## src/sv/expvar_pkg.sv

```systemverilog
// shared types, widths and constants of the exponential variogram evaluator
`default_nettype none

package expvar_pkg;

    // fixed-point fraction bits of coordinates, levels and range
    localparam int FRAC_BITS = 16;

    localparam int COORD_W   = 32;
    localparam int SQ_W      = 2 * COORD_W;
    localparam int ROOT_W    = SQ_W / 2;
    localparam int REM_W     = ROOT_W + 1;
    localparam int SQRT_CELLS = ROOT_W;

    // decay argument t is only of interest below 64 << FRAC_BITS
    localparam int TQ_W      = 6 + FRAC_BITS;
    localparam int H3_W      = ROOT_W + 2;
    localparam int NUM_W     = H3_W + FRAC_BITS;
    localparam int NUM_TOP_W = NUM_W - TQ_W;
    localparam int DIV_W     = 32;

    localparam int TT_W      = TQ_W + 32 - FRAC_BITS;
    localparam int K_W       = 7;
    localparam int K_ZERO    = 33;
    localparam logic [31:0] LN2_Q32 = 32'd2977044472;

    localparam int E_W       = 33;
    localparam int N_TERMS   = 24;
    localparam int CNT_W     = 5;
    localparam int SERIES_CELLS = N_TERMS - 1;

    typedef enum logic [1:0] {
        REG_NUGGET = 2'd0,
        REG_SILL   = 2'd1,
        REG_RANGE  = 2'd2
    } cfg_reg_t;

    // control that travels alongside each item through the cell row
    typedef struct packed {
        logic           valid;
        logic           hzero;
        logic           ezero;
        logic [K_W-1:0] k;
    } tag_t;

    // floor(2^32 / n), a slight underestimate corrected after the product
    function automatic logic [31:0] recip_of(input logic [CNT_W-1:0] n);
        logic [31:0] m;
        case (n)
            5'd2:    m = 32'd2147483648;
            5'd3:    m = 32'd1431655765;
            5'd4:    m = 32'd1073741824;
            5'd5:    m = 32'd858993459;
            5'd6:    m = 32'd715827882;
            5'd7:    m = 32'd613566756;
            5'd8:    m = 32'd536870912;
            5'd9:    m = 32'd477218588;
            5'd10:   m = 32'd429496729;
            5'd11:   m = 32'd390451572;
            5'd12:   m = 32'd357913941;
            5'd13:   m = 32'd330382099;
            5'd14:   m = 32'd306783378;
            5'd15:   m = 32'd286331153;
            5'd16:   m = 32'd268435456;
            5'd17:   m = 32'd252645135;
            5'd18:   m = 32'd238609294;
            5'd19:   m = 32'd226050910;
            5'd20:   m = 32'd214748364;
            5'd21:   m = 32'd204522252;
            5'd22:   m = 32'd195225786;
            5'd23:   m = 32'd186737708;
            5'd24:   m = 32'd178956970;
            default: m = 32'd0;
        endcase
        return m;
    endfunction

endpackage

`default_nettype wire

```

## src/sv/expvar_div_cell.sv

```systemverilog
// one quotient bit of the restoring divider row
`default_nettype none

module expvar_div_cell (
    input  wire                            aclk,
    input  wire                            aresetn,
    input  wire                            adv,
    input  wire [expvar_pkg::DIV_W-1:0]    divisor,
    input  expvar_pkg::tag_t               tag_in,
    input  wire [expvar_pkg::DIV_W-1:0]    rem_in,
    input  wire [expvar_pkg::TQ_W-1:0]     nb_in,
    input  wire [expvar_pkg::TQ_W-1:0]     q_in,
    output expvar_pkg::tag_t               tag_out,
    output logic [expvar_pkg::DIV_W-1:0]   rem_out,
    output logic [expvar_pkg::TQ_W-1:0]    nb_out,
    output logic [expvar_pkg::TQ_W-1:0]    q_out
);

    expvar_pkg::tag_t               tag_reg;
    logic [expvar_pkg::DIV_W-1:0]   rem_reg, rem_next;
    logic [expvar_pkg::TQ_W-1:0]    nb_reg,  nb_next;
    logic [expvar_pkg::TQ_W-1:0]    q_reg,   q_next;
    logic [expvar_pkg::DIV_W:0]     cur;
    logic                           ge;

    always_comb begin
        cur      = {rem_in, nb_in[expvar_pkg::TQ_W-1]};
        ge       = (cur >= {1'b0, divisor});
        rem_next = ge ? expvar_pkg::DIV_W'(cur - {1'b0, divisor})
                      : expvar_pkg::DIV_W'(cur);
        nb_next  = {nb_in[expvar_pkg::TQ_W-2:0], 1'b0};
        q_next   = {q_in[expvar_pkg::TQ_W-2:0], ge};
    end

    always_ff @(posedge aclk) begin
        if (!aresetn) begin
            tag_reg <= '0;
        end else if (adv) begin
            tag_reg <= tag_in;
        end
    end

    always_ff @(posedge aclk) begin
        if (adv) begin
            rem_reg <= rem_next;
            nb_reg  <= nb_next;
            q_reg   <= q_next;
        end
    end

    assign tag_out = tag_reg;
    assign rem_out = rem_reg;
    assign nb_out  = nb_reg;
    assign q_out   = q_reg;

endmodule

`default_nettype wire

```

## config.mk

```make
export PLATFORM = sky130hd
export DESIGN_NAME = expvar_div_cell
export DESIGN_NICKNAME = d
export VERILOG_FILES = /design/src/sv/expvar_pkg.sv /design/src/sv/expvar_div_cell.sv
export SDC_FILE = /design/constraint.sdc
export NUM_CORES = 1
export LEC_CHECK = 0
export ABC_AREA = 0
export BUFFER_PORTS_ARGS = -buffer_cell sky130_fd_sc_hd__buf_2
export CAP_MARGIN = 20
export CORE_MARGIN = 3
export CORE_UTILIZATION = 52
export DETAILED_ROUTE_END_ITERATION = 10
export PLACE_DENSITY = 0.86
export SLEW_MARGIN = 10
export SYNTH_ARGS = -nofsm -noshare
export SYNTH_HDL_FRONTEND = slang
export SYNTH_SLANG_ARGS = --single-unit
```

## constraint.sdc

```tcl
create_clock -name aclk -period 6 [get_ports aclk]
set_clock_uncertainty 0.2 [all_clocks]
set_input_delay 1.5 -clock aclk [delete_from_list [all_inputs] [get_ports aclk]]
set_output_delay 1.5 -clock aclk [all_outputs]
set_load 0.01 [all_outputs]
```

Yosys cells after proc, flatten, opt, wreduce, memory -nomap -nowiden
Cells that the tools add are included.
{"block": "word_totals", "ff_bits": 85, "in_bits": 121, "output_inout_bits": 86, "word_cells": 10}
{"block": "op_classes", "addsub": 1, "n_lt_le_gt_ge": 1, "n_mux": 1}
{"operator": "33-bit by 32-bit >= comparator with 1-bit output", "n": 1}
{"operator": "32-bit 2-to-1 mux", "n": 1}
{"operator": "32-bit subtractor", "n": 1}

Longest topological paths before layout
{"block": "depth", "word_depth": 2, "mapped_depth": 13}

Least setup slack after synthesis
OpenSTA, ideal clock, no wires.
{"block": "synth_path", "path_type": "input to register", "start": "input port divisor[10] (netlist name)", "end": "register rem_reg (netlist bit rem_out[13]) (data pin)", "setup_time_ns": 0.262, "arrival_time_ns": 4.050, "required_time_ns": 5.538, "path_slack_ns": 1.488, "path_stages": 12, "n_path_buf": 2, "cell_sequence": "inv_1 > ha_1 > clkbuf_1 > nand2_1 > or4_1 > a21oi_1 > a211oi_1 > a211oi_2 > o21ai_2 > o31ai_4 > buf_4 > mux2_1"}
{"block": "synth_between", "elab_chain_len": 2, "elab_cells_between_ends": 3, "cone_classes": "1 x add/sub; 1 x order compare; 1 x mux"}
{"element": "start, declared", "line": "expvar_div_cell.sv:8", "source": "input wire [expvar_pkg::DIV_W-1:0] divisor,"}
{"element": "32-bit subtractor or 33-bit by 32-bit >= comparator with 1-bit output (tied branches)", "line": "expvar_div_cell.sv:29, expvar_div_cell.sv:28"}
{"element": "32-bit 2-to-1 mux (*)", "line": "expvar_div_cell.sv:29", "source": "rem_next = ge ? expvar_pkg::DIV_W'(cur - {1'b0, divisor})"}
{"element": "net rem_next (one bit)", "line": "expvar_div_cell.sv:20", "source": "logic [expvar_pkg::DIV_W-1:0] rem_reg, rem_next;"}
{"element": "end signal, assigned", "line": "expvar_div_cell.sv:45", "source": "rem_reg <= rem_next;"}
{"element": "end, declared", "line": "expvar_div_cell.sv:20"}
The timed path passes the listed nets; every way through them passes the cells marked *.
A chain may end at the register's enable or synchronous reset.

Worst setup path in the final report
{"block": "layout_path", "start": "input port rem_in[14] (netlist name)", "end": "register rem_reg (netlist bit rem_out[7]) (data pin)"}
{"block": "layout_between", "elab_chain_len": 2}
{"element": "start, declared", "line": "expvar_div_cell.sv:10", "source": "input wire [expvar_pkg::DIV_W-1:0] rem_in,"}
{"element": "33-bit by 32-bit >= comparator with 1-bit output", "line": "expvar_div_cell.sv:28", "source": "ge = (cur >= {1'b0, divisor});"}
{"element": "32-bit 2-to-1 mux", "line": "expvar_div_cell.sv:29"}
{"element": "net rem_next (one bit)", "line": "expvar_div_cell.sv:20"}
The timed path passes the listed nets, and every way through them passes these cells.

==> out/results.tsv <==
metric	value	unit
DP Area	5909	um^2
Resized cells post-CTS	0	
fin crit period	4659	ps
top_reg_cell synth	edfxtp_1	
Post-synth ARST share	0	%
met2 wire length	6.685	mm
CTS tree	yes	
crit share post-route	77.65	%
M1 WL	4.891	mm
Slowest cell on crit path	o31ai_4	
FF+latch count, synth	85	
Top-Level Pins	207	
# diodes	0	
WP buf/inv	2	
Post-Layout Cell Count	761	
Die Wd	102.1	um
Peak VDD IR	132.0	uV
Max Used Layer	met4	
met3 wire length	883	um
Cell Area, Synth	4805	um^2
Startpoint Class	input port	
number of global-route vias before repair	3994	
CP Cell Sequence	buf_2, ha_1, nand4_1, or4_1, a21oi_1, a211oi_1, a211oi_2, o21ai_2, o31ai_4, buf_12, mux2_2	
status	finished, final reports clean	
Worst Path Max Fanout	31	
post-detailed-routing wire length	12.80	mm
setup violators final	0	
crit path DAT	4560	ps
die area	10430	um^2
Yosys cell types	48	
worst skew pair latency	350	ps
Leakage	2.884	nW
gpl congestion	0.8746	
layout cells sized above 1	35.83	%
EDFF count, synth	75	
crit end category	flip-flop	
Data required, critical path	5900	ps
CP top delay family	compound AO/OA/AOI/OAI gates	
hpwl dp	9.998	mm
post-route setup TNS	0	ps
post-route ant nets	0	
total track usage	23.32	%
Core Box Area	8848	um^2
Hold Crit Class	flip-flop to flip-flop	
postcts setup bufs	0	
Worst-Margin Slew	577.8	ps
DRT Pass-1 Iters	5	
Hold Fails Final Rpt	0	
CP peak stage delay	560	ps
first-pass GRT wire length	18.80	mm
Worst slew margin	61.48	%
Rows	34	
Avg WL per Cell	16.82	um
Tot Pwr	1.541	mW
worst setup path startpoint	rem_in[14]	
Initial Util	54.30	%
hold buffers post-CTS	0	
sequential fraction of the synthesis area	51.04	%
die height	102.1	um
# fillers	688	
Max-Cap Viols	0	
Post-Layout Inst Area	6120	um^2
via count	4080	
synthesized area per cell	10.77	um^2
pwr dens	251.8	nW/um^2
Syn Nets	600	
Synth-to-Final Area Change	27.37	%
clock-pin slew on the worst setup and hold paths	100	ps
gr ovfl total	0	
clock tree buffer depth	2	
Highest Clock Rate	0.2146	GHz
CTS buffer count	9	
yosys warns	0	
placed cells	744	
# DRC	0	
DR vias/cell	5.361	
Mapped Cells	446	
initial antenna violation count	0	
Layout Nets	802	
initial DRC count	193	
largest net degree at the start of global routing	86	
# clock sinks	85	
Hold Path Origin	tag_out[9]	
pre-CTS WS	967.1	ps
root buffer cell	clkbuf_8	
Reg-to-Reg Start	tag_out[7]	
crit path kind	input port to flip-flop	
Slew Limit Fails	0	
final worst slack	1341	ps
RSZ-0062 raised after global routing	false	
# port buffers	204	
CTS H-tree lvls	3	
==> Yosys cell counts (6+ instances only) <==
master	number	area [um^2]
nor2b_1	12	75.07
nand4_1	6	37.54
a21o_1	13	97.59
nand3_1	8	40.04
dfxtp_1	10	200.2
xor2_1	12	105.1
inv_1	38	142.6
a21oi_1	55	275.3
o21ai_0	15	75.07
edfxtp_1	75	2252
mux2i_1	12	120.1
mux2_2	6	67.56
ha_1	32	400.4
clkbuf_1	7	26.28
nand2_1	28	105.1
nor2_1	37	138.9
xnor2_1	15	131.4
==> where the power goes <==
part	total [mW]	switching (mW)	internal, mW
sequential	0.739	0.0177	0.721
clock	0.385	0.225	0.160
combinational	0.417	0.233	0.184
==> worst reg2reg max path: stages, from the launching register on <==
cell and delay [ps]:
dfxtp_1 330, mux2i_1 150, nor2b_1 70
==> logic make-up (layout without fill, tap and decap cells) <==
family | count (synthesis) | count (layout) | synth area share [%]
XOR/XNOR | 27 | 27 | 4.922
adder cells (fa/ha/maj) | 33 | 33 | 8.750
buffers and inverters | 54 | 261 | 4.662
flip-flops | 85 | 85 | 51.04
AND/OR/NAND/NOR | 106 | 106 | 10.26
AO/OA/AOI/OAI | 118 | 118 | 15.44
other | 1 | 1 | 0.07805
multiplexers | 22 | 22 | 4.844
==> cell type report <==
class / count / area [um^2] / area share, %
clock inverters: 6 / 55.05 / 0.8996
inverters: 38 / 142.6 / 2.331
flip-flops and latches: 85 / 2452 / 40.07
clock buffers: 10 / 127.6 / 2.085
repair buffers: 207 / 1079 / 17.62
multi-input cells: 307 / 2128 / 34.78
well taps: 108 / 135.1 / 2.208
==> path summary, 6_finish.rpt <==
check / end / slack (ps) / cells past startpoint
hold / removal: tag_out[9] / 330 / 2
setup reg to reg: tag_out[7] / 5160 / 2
hold reg to reg: tag_out[9] / 330 / 2
setup / recovery: rem_out[7] / 1340 / 11
==> cell usage in the layout (no fill, tap or decap), types with 13 or more instances in the layout <==
cell type / instances
a21oi_1: 55
o21ai_0: 15
inv_1: 38
nand2_1: 28
ha_1: 32
a21o_1: 13
xnor2_1: 15
buf_2: 203
nor2_1: 37
edfxtp_1: 75
==> registers in the layout, indices dropped and copies added, names as in the netlist <==
register / cells
nb_out: 21
q_out: 22
rem_out: 32
tag_out: 10
==> layer usage <==
metal,vias to the layer above,global-route usage (%)
met5,-,0
met4,0,10.49
met1,1873,25.55
li1,2023,-
met3,24,5.666
met2,160,42.48
==> per-stage QoR <==
stage          hold WS [ps]  utilization (%)
2_1_floorplan         338.5                -
3_3_place_gp          295.1            66.78
3_5_place_dp          307.2            66.78
4_1_cts               333.1            68.85
5_1_grt               361.1            69.16
6_report              333.8            69.16
No activity file was read; power rests on OpenSTA's default activity.
