--- src/sv/expvar_pkg.sv ---
// shared types, widths and constants of the exponential variogram evaluator
`default_nettype none

package expvar_pkg;

    // fixed-point fraction bits of coordinates, levels and range
    localparam int FRAC_BITS = 16;

    localparam int COORD_W   = 32;
    localparam int SQ_W      = 2 * COORD_W;
    localparam int ROOT_W    = SQ_W / 2;
    localparam int REM_W     = ROOT_W + 1;
    localparam int SQRT_CELLS = ROOT_W;

    // decay argument t is only of interest below 64 << FRAC_BITS
    localparam int TQ_W      = 6 + FRAC_BITS;
    localparam int H3_W      = ROOT_W + 2;
    localparam int NUM_W     = H3_W + FRAC_BITS;
    localparam int NUM_TOP_W = NUM_W - TQ_W;
    localparam int DIV_W     = 32;

    localparam int TT_W      = TQ_W + 32 - FRAC_BITS;
    localparam int K_W       = 7;
    localparam int K_ZERO    = 33;
    localparam logic [31:0] LN2_Q32 = 32'd2977044472;

    localparam int E_W       = 33;
    localparam int N_TERMS   = 24;
    localparam int CNT_W     = 5;
    localparam int SERIES_CELLS = N_TERMS - 1;

    typedef enum logic [1:0] {
        REG_NUGGET = 2'd0,
        REG_SILL   = 2'd1,
        REG_RANGE  = 2'd2
    } cfg_reg_t;

    // control that travels alongside each item through the cell row
    typedef struct packed {
        logic           valid;
        logic           hzero;
        logic           ezero;
        logic [K_W-1:0] k;
    } tag_t;

    // floor(2^32 / n), a slight underestimate corrected after the product
    function automatic logic [31:0] recip_of(input logic [CNT_W-1:0] n);
        logic [31:0] m;
        case (n)
            5'd2:    m = 32'd2147483648;
            5'd3:    m = 32'd1431655765;
            5'd4:    m = 32'd1073741824;
            5'd5:    m = 32'd858993459;
            5'd6:    m = 32'd715827882;
            5'd7:    m = 32'd613566756;
            5'd8:    m = 32'd536870912;
            5'd9:    m = 32'd477218588;
            5'd10:   m = 32'd429496729;
            5'd11:   m = 32'd390451572;
            5'd12:   m = 32'd357913941;
            5'd13:   m = 32'd330382099;
            5'd14:   m = 32'd306783378;
            5'd15:   m = 32'd286331153;
            5'd16:   m = 32'd268435456;
            5'd17:   m = 32'd252645135;
            5'd18:   m = 32'd238609294;
            5'd19:   m = 32'd226050910;
            5'd20:   m = 32'd214748364;
            5'd21:   m = 32'd204522252;
            5'd22:   m = 32'd195225786;
            5'd23:   m = 32'd186737708;
            5'd24:   m = 32'd178956970;
            default: m = 32'd0;
        endcase
        return m;
    endfunction

endpackage

`default_nettype wire

--- src/sv/expvar_sqrt_cell.sv ---
// one digit step of the restoring square root row
`default_nettype none

module expvar_sqrt_cell (
    input  wire                            aclk,
    input  wire                            aresetn,
    input  wire                            adv,
    input  expvar_pkg::tag_t               tag_in,
    input  wire [expvar_pkg::REM_W-1:0]    rem_in,
    input  wire [expvar_pkg::ROOT_W-1:0]   root_in,
    input  wire [expvar_pkg::SQ_W-1:0]     sq_in,
    output expvar_pkg::tag_t               tag_out,
    output logic [expvar_pkg::REM_W-1:0]   rem_out,
    output logic [expvar_pkg::ROOT_W-1:0]  root_out,
    output logic [expvar_pkg::SQ_W-1:0]    sq_out
);

    expvar_pkg::tag_t                tag_reg;
    logic [expvar_pkg::REM_W-1:0]    rem_reg,  rem_next;
    logic [expvar_pkg::ROOT_W-1:0]   root_reg, root_next;
    logic [expvar_pkg::SQ_W-1:0]     sq_reg,   sq_next;
    logic [expvar_pkg::REM_W+1:0]    cur;
    logic [expvar_pkg::REM_W+1:0]    trial;
    logic                            ge;

    always_comb begin
        cur       = {rem_in, sq_in[expvar_pkg::SQ_W-1 -: 2]};
        trial     = {1'b0, root_in, 2'b01};
        ge        = (cur >= trial);
        rem_next  = ge ? expvar_pkg::REM_W'(cur - trial) : expvar_pkg::REM_W'(cur);
        root_next = {root_in[expvar_pkg::ROOT_W-2:0], ge};
        sq_next   = {sq_in[expvar_pkg::SQ_W-3:0], 2'b00};
    end

    always_ff @(posedge aclk) begin
        if (!aresetn) begin
            tag_reg <= '0;
        end else if (adv) begin
            tag_reg <= tag_in;
        end
    end

    always_ff @(posedge aclk) begin
        if (adv) begin
            rem_reg  <= rem_next;
            root_reg <= root_next;
            sq_reg   <= sq_next;
        end
    end

    assign tag_out  = tag_reg;
    assign rem_out  = rem_reg;
    assign root_out = root_reg;
    assign sq_out   = sq_reg;

endmodule

`default_nettype wire

--- config.mk ---
export PLATFORM = sky130hd
export DESIGN_NAME = expvar_sqrt_cell
export DESIGN_NICKNAME = d
export VERILOG_FILES = /design/src/sv/expvar_pkg.sv /design/src/sv/expvar_sqrt_cell.sv
export SDC_FILE = /design/constraint.sdc
export NUM_CORES = 1
export LEC_CHECK = 0
export BUFFER_PORTS_ARGS = -buffer_cell sky130_fd_sc_hd__buf_2
export CAP_MARGIN = 40
export CORE_ASPECT_RATIO = 1.25
export CORE_MARGIN = 5
export CORE_UTILIZATION = 40
export DETAILED_ROUTE_END_ITERATION = 10
export PLACE_DENSITY = 0.69
export SYNTH_ARGS = -nofsm -noshare
export SYNTH_HDL_FRONTEND = slang
export SYNTH_SLANG_ARGS = --single-unit
--- constraint.sdc ---
create_clock -name aclk -period 3.92 [get_ports aclk]
set_input_delay 0.588 -clock aclk [delete_from_list [all_inputs] [get_ports aclk]]
set_output_delay 0.588 -clock aclk [all_outputs]
set_load 0.005 [all_outputs]
======== Yosys cells after proc, flatten, opt, wreduce, memory -nomap -nowiden ========
Cells that the tools add are included.
storage, ports and cells
  register bits after elaboration ......... 137
  output and inout bits ................... 139
cells by class
  $add $sub $neg .......................... 1
  $lt $le $gt $ge ......................... 1
  mux-type cells .......................... 1
operators with widths
  kind                                                            number
  35-bit by 34-bit greater-or-equal comparator with 1-bit output  1
  33-bit two-way mux                                              1
  33-bit subtractor                                               1

======== Depth between registers and ports, before layout ========
Gate-level depths: netlist of run 1.
  depth after elaboration ................. 2
  gate-level depth with buffers ........... 14
  mapped depth without buffers ............ 11

======== Worst setup path before layout of run 1 ========
Ideal clock, no wire load.
  path type ............................... input port to flip-flop
  from .................................... input root_in[5] (netlist name)
  to ...................................... register rem_reg, in the netlist rem_out[32] (data pin)
  library setup time ...................... 0.261 ns
  arrival time ............................ 2.704 ns
  path slack .............................. 0.955 ns
  stages on the path ...................... 11
  buffers on the path ..................... 0
  cells stage by stage .................... inv_1 > ha_1 > a211oi_2 > o21bai_1 > a21o_1 > a221o_1 > a221o_1 > a21o_1 > a21oi_2 > xor2_1 > a21oi_1
on the way
  longest elaborated chain between the ends .. 2
  elaborated cells between the ends (all ways) .. 3
  those cells by class .................... add/sub: 1; order compare: 1; mux: 1
RTL lines
  what                                                                                                        line                                            RTL
  start: declaration                                                                                          expvar_sqrt_cell.sv:10                          input wire [expvar_pkg::ROOT_W-1:0] root_in,
  33-bit subtractor / 35-bit by 34-bit greater-or-equal comparator with 1-bit output (equally long branches)  expvar_sqrt_cell.sv:30, expvar_sqrt_cell.sv:29
  33-bit two-way mux (*)                                                                                      expvar_sqrt_cell.sv:30                          rem_next = ge ? expvar_pkg::REM_W'(cur - trial) : expvar_pkg::REM_W'(cur);
  net rem_next (one bit)                                                                                      expvar_sqrt_cell.sv:19                          logic [expvar_pkg::REM_W-1:0] rem_reg, rem_next;
  end signal: assignment                                                                                      expvar_sqrt_cell.sv:45                          rem_reg <= rem_next;
  end: declaration                                                                                            expvar_sqrt_cell.sv:19
Mark *: on every way through the listed nets, which the timed path passes. The rest lies on a longest branch.
A chain may end at the register's enable or synchronous reset.

======== Worst setup path after layout of run 1 ========
  from .................................... input root_in[5] (netlist name)
  to ...................................... register rem_reg, in the netlist rem_out[14] (data pin)
Same word-level chain as after synthesis.

==> results.toml, run 1 <==
[sta]
worst-slew-pin-transition_ns = 0.824
timing.final.hold_violations = 0
unrepaired_setup_endpoints_after_global_routing = "no"
clock_skew_ns = 0
hold_ws_ns = 0.349
max_slew_margin_pct = 44.9
finalSetupTns_ns = 0
achievable-frequency_mhz = 308
timing.final.crit_share_pct = 82.9
drv_slew = 0
finalSetupViolations = 0
final.min_clock_period_ns = 3.25

[synthesis]
ys_top_cells_by_count = "edfxtp_1, a21oi_1, nor2_1"
synth_async_sr_flop_share_pct = 0
yosysTopAreaCellShare_pct = 59.0
total_of_warnings_raised_by_yosys = 0
post_synth_instance_area_sq_mm = 0.00647
ys_top_cells_by_area = "edfxtp_1, ha_1, a21oi_1, dfxtp_1, xnor2_1"
post-synth-top-area-cell = "edfxtp_1"
most_frequent_cell_after_synthesis = "edfxtp_1"
synth.ff_latch_count = 137
synth.yosys.seq_area_share_pct = 62.1
post_syn_area_per_cell_sq_um = 12.5
synth-edff-count = 127
synth.lib_cells_used.distinct = 50
gate_count_post_synth = 519
dominant_register_cell_in_the_synthesized_netlist = "edfxtp_1"

[placed_design]
port_buffers = 278
place.detailed.hpwl_microns = 13300
gp_routability_congestion = 0.811

[global_routing]
grt_use_met1_pct = 19.0
grt_first_pass_wirelength_microns = 25200
globalRouteOverflowTotal = 0
maximum_number_of_pins_on_one_net_before_global_route_repair = 87
grt.met3_usage_pct = 6.05
first_global_vias = 4996
global_route.peak_usage_layer = "met2"
grt_util_met2_pct = 31.0
groute.usage.overall_pct = 17.4
grt_antenna_before_repair = 3

[setup_path]
required_ns = 4.07
reg2reg_depth = 2
worstReg2RegEnd = "tag_out[1]"
critical_path_class = "primary input to flop"
critical_path.max_fanout = 30
timing.critical_path.slowest_stage_cell = "o21ai_4"
critPathCaptureType = "flop"
reg2reg_setup_slack_ns = 3.27
timing.critical_path.arrival_ns = 3.40
critical_path.reg2reg.startpoint = "tag_out[1]"
crit_path_max_incr_delay_ns = 0.68
cp-start-kind = "primary input"
top_cell_by_count_worst_path = "a21oi_1"
crit_path_cell_trace = "buf_2 -> inv_1 -> ha_1 -> and4_1 -> and3_1 -> nand2_1 -> a221o_1 -> a21oi_1 -> a21oi_1 -> o21ai_4 -> mux2_2"

[power_and_ir_drop]
power-per-cell-area_mw_per_mm2 = 460
total_power_uw = 3980
power.leakage_uw = 0.00388
peak_supply_drop_mv = 0.251

[hold_path]
worst_hold_path.endpoint = "sq_out[20]"
hold-path-cell-count = 1
hold_path_class = "primary input to flop"
min_from = "sq_in[18]"

[clock_network]
cts.path.max_buffers = 2
insertion_delay_ns = 0.40
cts_tree = "yes"
postCtsResizedCells = 0
buffer_count_from_post_cts_setup_fixing = 0
h_tree_levels = 4
tritoncts_buffer_count = 17
clkSinkCount = 137
post_cts_hold_buffer_count = 0
clkTransAtPathRegs_ns = 0.06
cts_root_buffer = "clkbuf_16"

[cells_and_area]
layout-drive-gt1-share_pct = 40.1
final_nets = 980
n_fill_cell = 1470
area.growth.synth_to_final_pct = 33.9
final_util_pct = 53.9

[drt]
remaining_drc_errors = 0
totalWireLength_microns = 16800
viasPerCell = 4.81
via_count = 4969
drtIter0Drc = 270
detail-route-antenna-nets = 0
drt_pass1_iterations = 4
route.detailed.wl_per_inst_microns = 16.3

[die]
design.portCount = 281
dieWidth_microns = 124
row_count = 52
start_util_pct = 40.2
die-height_microns = 152
die_area_sq_mm = 0.0188
placeableCoreArea_sq_mm = 0.0161

[run_status]
status = "completed"

[job]
drv.max_cap_violation_count = 0
-- logic make-up (layout without fill, tap and decap cells) --
| logic type | after synthesis | after routing | share of synthesized area (%) |
|---|---|---|---|
| AOI/OAI and AO/OA | 131 | 131 | 12.8 |
| xor gates and xnor gates | 28 | 28 | 3.79 |
| adders and majority gates | 34 | 34 | 6.58 |
| buffers and inverters | 58 | 355 | 3.87 |
| DFF | 137 | 137 | 62.1 |
| muxes | 17 | 17 | 2.77 |
| other | 1 | 3 | 0.0580 |
| and+or+nand+nor | 113 | 113 | 8.07 |
-- flip-flops by register name, indices dropped and copies added (netlist names) --
name / flops
root_out: 32
rem_out: 33
tag_out: 10
sq_out: 62
-- layout make-up --
cell class	count	area (sq um)	area share (%)
tap	216	270	3.12
sequential	137	4010	46.4
clock inverter	14	125	1.45
inverter	39	146	1.69
timing repair buffer	284	1460	16.8
clock buffer	18	429	4.96
multi-input combinational	325	2210	25.6
antenna	1	2.50	0.0289
-- worst max-delay path by stage --
stage / slack [ns] / cells after the start / startpoint / to
after floorplan: 0.95 / 11 / root_in[5] / rem_out[32]
after global placement: 0.26 / 11 / root_in[14] / rem_out[8]
after detailed placement: 0.22 / 11 / root_in[5] / rem_out[23]
after CTS: 0.66 / 11 / root_in[5] / rem_out[23]
after global routing: 0.43 / 13 / root_in[5] / rem_out[20]
final: 0.67 / 11 / root_in[5] / rem_out[14]
-- power by group --
group / total (uW) / internal (uW) / switching, uW / leakage (uW)
sequential: 1800 / 1770 / 31.7 / 0.00133
combinational: 687 / 319 / 368 / 0.00228
clock: 1500 / 834 / 663 / 0.000267
-- cells in the final DEF, fill, tap and decap left out, drive strengths merged, types with 3 or more instances in the layout --
| master | netlist | layout |
|---|---|---|
| nand3 | 8 | 8 |
| buf | 13 | 284 |
| a21o | 9 | 9 |
| nand2 | 28 | 28 |
| ha | 34 | 34 |
| o21a | 8 | 8 |
| nor2 | 42 | 42 |
| dfxtp | 10 | 10 |
| nor2b | 11 | 11 |
| a31oi | 5 | 5 |
| a21oi | 58 | 58 |
| and3 | 3 | 3 |
| mux2i | 10 | 10 |
| nand4 | 6 | 6 |
| xnor2 | 19 | 19 |
| clkinv | 0 | 3 |
| nand2b | 4 | 4 |
| mux2 | 7 | 7 |
| o21ai | 21 | 21 |
| edfxtp | 127 | 127 |
| clkbuf | 6 | 18 |
| a221o | 3 | 3 |
| o21bai | 6 | 6 |
| xor2 | 9 | 9 |
| a211oi | 5 | 5 |
| nor3 | 5 | 5 |
| inv | 39 | 48 |
| o31ai | 3 | 3 |
-- metrics by stage --
step           instances  setup WS, ns  instance area (sq um)
2_1_floorplan        520         0.955                   6470
5_1_grt             1034         0.430                   8660
6_report            1034         0.671                   8660
3_5_place_dp        1001         0.221                   8100
4_1_cts             1033         0.656                   8650
3_3_place_gp        1001         0.264                   8100
-- critical path: cells and delay by family --
family          cells  cell delay, ns
compound gates      4            1.29
fa+ha+maj           1            0.39
buf+inv             2            0.13
mux                 1            0.41
simple gates        3            0.58
-- routing by layer --
metal | routed length (microns) | up-vias
met5 | 31 | -
met4 | 262 | 4
met3 | 1580 | 21
met2 | 8570 | 190
met1 | 6360 | 2271
li1 | - | 2483
Power figures use the tool's default switching activity.
==> inputs of run 2 (changes only) <==
- ABC_AREA: unset -> 1
- PLACE_DENSITY: 0.69 -> 0.67
- clock period: 3.92 -> 3.3 ns (I/O delays scaled with it)
==> results.toml, run 2 <==
[power_and_ir_drop]
peak_supply_drop_mv = 0.300
power-per-cell-area_mw_per_mm2 = 513
total_power_uw = 4920
power.leakage_uw = 0.00505

[synthesis]
synth.yosys.seq_area_share_pct = 54.4
total_of_warnings_raised_by_yosys = 0
dominant_register_cell_in_the_synthesized_netlist = "edfxtp_1"
synth_async_sr_flop_share_pct = 0
synth-edff-count = 127
synth.lib_cells_used.distinct = 31
post-synth-top-area-cell = "edfxtp_1"
synth.ff_latch_count = 137
post_synth_instance_area_sq_mm = 0.00737
post_syn_area_per_cell_sq_um = 8.66
most_frequent_cell_after_synthesis = "nand2_1"
gate_count_post_synth = 852
ys_top_cells_by_count = "nand2_1, inv_1, edfxtp_1"
ys_top_cells_by_area = "edfxtp_1, nand2_1, inv_1, ha_1, nor2_1"
yosysTopAreaCellShare_pct = 51.7

[hold_path]
min_from = "sq_in[44]"
hold_path_class = "primary input to flop"

[sta]
finalSetupTns_ns = 0
max_slew_margin_pct = 58.1
timing.final.hold_violations = 0
hold_ws_ns = 0.239
final.min_clock_period_ns = 2.21
worst-slew-pin-transition_ns = 0.628
unrepaired_setup_endpoints_after_global_routing = "no"
finalWorstSetupSlack_ns = 1.09
clock_skew_ns = 0
drv_slew = 0
achievable-frequency_mhz = 452
finalSetupViolations = 0
timing.final.crit_share_pct = 67.0

[global_routing]
grt_first_pass_wirelength_microns = 34100
grt_antenna_before_repair = 3
globalRouteOverflowTotal = 0
maximum_number_of_pins_on_one_net_before_global_route_repair = 65
groute.usage.overall_pct = 20.4
first_global_vias = 6369

[setup_path]
critical_path.reg2reg.startpoint = "tag_out[6]"
endpoint = "rem_out[15]"
cp-start-kind = "primary input"
reg2reg_depth = 2
critPathCaptureType = "flop"
critical_path_class = "primary input to flop"
critical_path.max_fanout = 36
crit_path_start = "root_in[4]"
top_cell_by_count_worst_path = "nand2_1"
crit_path_max_incr_delay_ns = 0.37
worstReg2RegEnd = "tag_out[6]"
required_ns = 3.59
crit_path_cell_trace = "buf_2 -> inv_1 -> ha_1 -> nand2_1 -> inv_1 -> nand2_1 -> nand2_1 -> nand2_1 -> nand2_1 -> nand2_1 -> nand3_2 -> nand2_2 -> nand2_8 -> inv_4 -> nand2_1 -> nand2_1"
timing.critical_path.arrival_ns = 2.51
timing.critical_path.slowest_stage_cell = "inv_4"
critical_path_stages = 16
timing.critical_path.max_delay_family = "simple AND/OR/NAND/NOR gates"
cp.buffers_inverters = 4
reg2reg_setup_slack_ns = 2.68

[drt]
detail-route-antenna-nets = 0
route.detailed.wl_per_inst_microns = 16.0
via_count = 6390
totalWireLength_microns = 22100
drtIter0Drc = 272
remaining_drc_errors = 0
viasPerCell = 4.61
drt_pass1_iterations = 4

[clock_network]
clkTransAtPathRegs_ns = 0.07
tritoncts_buffer_count = 17
postCtsResizedCells = 0
cts_root_buffer = "clkbuf_16"
clkSinkCount = 137
post_cts_hold_buffer_count = 0
h_tree_levels = 4
cts_tree = "yes"
insertion_delay_ns = 0.43
buffer_count_from_post_cts_setup_fixing = 0
cts.path.max_buffers = 2

[placed_design]
place.detailed.hpwl_microns = 17900
port_buffers = 278
placement.cell_area_sq_mm = 0.00901
gp_routability_congestion = 0.985
post_place_worst_slack_ns = 0.612

[cells_and_area]
postLayoutCellArea_sq_mm = 0.00959
layout.cells.most_common = "nand2_1"
multi_input_gate_area_in_the_final_layout_sq_mm = 0.00269
area.growth.synth_to_final_pct = 30.1
n_fill_cell = 1732
largest_reg_flops = 62
final_nets = 1319
layout-drive-gt1-share_pct = 29.6
final_cell_mix = "nand2_1, buf_2, inv_1"
area_taken_by_flip_flops_and_latches_sq_mm = 0.00401

[die]
die_area_sq_mm = 0.0213
row_count = 55
design.portCount = 281
placeableCoreArea_sq_mm = 0.0181
dieWidth_microns = 131
die-height_microns = 162
start_util_pct = 40.7

[job]
drv.max_cap_violation_count = 0

[run_status]
status = "completed"
run 2: worst reg2reg max path: cells and delay by family, from the launching register on:
| family | cells | cell delay, ns |
|---|---|---|
| compound gates | 1 | 0.15 |
| flops | 1 | 0.31 |
| simple gates | 1 | 0.06 |
run 2: logic make-up after synthesis:
group	after synthesis	synth area share [%]
compound gates	35	2.48
xor+xnor	14	1.66
fa+ha+maj	34	5.77
buf+inv	169	9.20
flops	137	54.4
other cells	1	0.0509
simple gates	462	26.4
run 2: worst min path at each step:
stage                            end  slack, ns  depth (start not counted)
after floorplan           tag_out[0]       0.49                          2
after global placement    tag_out[8]       0.47                          2
after detailed placement  tag_out[3]       0.48                          2
after CTS                 sq_out[29]       0.22                          1
after global routing      sq_out[55]       0.22                          1
final                     sq_out[46]       0.24                          1
run 2: cell type report:
class / count / share of cell area (%)
sequential: 137 / 41.8
inverter: 160 / 6.29
tap: 228 / 2.97
antenna: 2 / 0.0522
clock inverter: 15 / 1.56
timing repair buffer: 280 / 14.9
multi-input combinational: 547 / 28.0
clock buffer: 17 / 4.43
run 2: routing by layer:
metal  vias to the layer above  wire, microns  GRT usage [%]
met4                         2            587           7.02
met1                      2863           8660           22.9
met5                         -             13              0
met3                        37           1530           6.10
li1                       3265              -              -
met2                       223          11400           36.9
run 2: metrics by stage:
stage	instances	utilization, %
3_3_place_gp	1352	49.8
3_5_place_dp	1352	49.8
4_1_cts	1384	53.0
5_1_grt	1386	53.0
2_1_floorplan	853	-
6_report	1386	53.0
run 2: report_power, final:
| group | internal (uW) | switching, uW | leakage, uW | total [uW] |
|---|---|---|---|---|
| registers | 2090 | 39.5 | 0.00133 | 2130 |
| logic | 361 | 564 | 0.00343 | 924 |
| clock network | 1010 | 854 | 0.000286 | 1860 |
| total | 3460 | 1460 | 0.00505 | 4920 |
==> inputs of run 3 (changes only) <==
- ABC_AREA: 1 -> 0
- PLACE_DENSITY: 0.67 -> 0.72
- clock period: 3.3 -> 1.75 ns (I/O delays scaled with it)
==> results.toml, run 3 (synthesis gave the netlist of run 1 again) <==
[cells_and_area]
layout.cells.most_common = "buf_2"
layout-drive-gt1-share_pct = 58.2
post_layout_nonfiller_instances = 1200
postLayoutCellArea_sq_mm = 0.0110
final_nets = 1145
area.growth.synth_to_final_pct = 69.4
largest_reg_flops = 62
final_cell_mix = "buf_2, buf_4, edfxtp_1"

[hold_path]
hold_path_class = "primary input to flop"
min_from = "sq_in[24]"

[placed_design]
placedCellCount = 1121
port_buffers = 278
placement.cell_area_sq_mm = 0.00919
post_place_worst_slack_ns = -1.33
place.detailed.hpwl_microns = 15600
gp_routability_congestion = 0.831

[global_routing]
maximum_number_of_pins_on_one_net_before_global_route_repair = 51
groute.usage.overall_pct = 22.0
globalRouteOverflowTotal = 0
first_global_vias = 6153
grt_first_pass_wirelength_microns = 31700
grt_antenna_before_repair = 2

[drt]
totalWireLength_microns = 21800
route.detailed.wl_per_inst_microns = 18.2
detail-route-antenna-nets = 0
via_count = 5849
remaining_drc_errors = 0
viasPerCell = 4.87
drtIter0Drc = 310
drt_pass1_iterations = 4

[sta]
timing.final.crit_share_pct = 138
drv_slew = 0
unrepaired_setup_endpoints_after_global_routing = "yes"
clock_skew_ns = 0
final.min_clock_period_ns = 2.41
finalSetupViolations = 34
hold_ws_ns = 0.0143
finalWorstSetupSlack_ns = -0.662
finalSetupTns_ns = -16.01
timing.final.hold_violations = 0
achievable-frequency_mhz = 415

[clock_network]
tritoncts_buffer_count = 17
insertion_delay_ns = 0.42
clkTransAtPathRegs_ns = 0.07
cts_root_buffer = "clkbuf_16"
clkSinkCount = 137
cts_tree = "yes"
cts.path.max_buffers = 2
h_tree_levels = 4

[power_and_ir_drop]
peak_supply_drop_mv = 0.537
power-per-cell-area_mw_per_mm2 = 939
power.leakage_uw = 0.00490

[run_status]
failed_checks = "negative setup slack"
status = "finished, violations left"

[setup_path]
crit_path_start = "root_in[5]"
critPathCaptureType = "flop"
critical_path.max_fanout = 3
required_ns = 1.93
reg2reg_setup_slack_ns = 1.09
cp-start-kind = "primary input"
timing.critical_path.arrival_ns = 2.59
critical_path_class = "primary input to flop"
critical_path.reg2reg.startpoint = "tag_out[3]"

[die]
die-height_microns = 152
design.portCount = 281
row_count = 52
placeableCoreArea_sq_mm = 0.0161
dieWidth_microns = 124
start_util_pct = 40.2
die_area_sq_mm = 0.0188

[job]
drv.max_cap_violation_count = 0
## run 3: layout make-up
cell class | count | area, sq um
clock buffers | 18 | 429
well taps | 216 | 270
inverters | 39 | 171
multi-input cells | 325 | 2870
diodes | 2 | 5.00
flip-flops and latches | 137 | 4010
repair buffers | 449 | 3010
fillers | 1175 | 5110
clock inverters | 14 | 188
## run 3: power by group
group	switching (uW)	internal, uW
Combinational	1160	1290
Clock	1520	2290
Sequential	81.7	3950
## run 3: critical path: stages
cell and delay [ns]:
buf_8 0.10, inv_4 0.05, ha_4 0.20, buf_6 0.11, a211oi_2 0.23, o21bai_1 0.13
a21o_1 0.18, a221o_1 0.38, a221o_1 0.33, a21o_1 0.18, a21oi_2 0.17, xor2_1 0.18
a21oi_1 0.09
## run 3: final timing paths
kind	endpoint	cells after the start
max	rem_out[32]	13
min	sq_out[26]	1
max reg2reg	tag_out[3]	2
min reg2reg	tag_out[4]	2
## run 3: per-layer routing
layer  track usage [%]  up-vias  wire length [microns]
met5                 0        -                      0
met3              7.28       50                   1930
li1                  -     2808                      -
met1              22.4     2768                   7760
met2              39.3      223                  11300
met4              10.8        0                    857
## run 3: timing repair
item | in CTS | in global routing
gates cloned | 4 | 0
setup endpoints to repair | 34 | 34
endpoints found under the hold margin | 22 | 2
hold buffers | 22 | 2
buffers inserted | 17 | 15
pin swaps | 24 | 41
gates resized for setup | 75 | 92
## run 3: stage by stage
stage / utilization, % / total power, uW
after floorplan: - / 4990
after global placement: 57.2 / 6040
after detailed placement: 57.2 / 6080
after CTS: 66.2 / 10200
after global routing: 68.2 / 10800
final: 68.2 / 10300
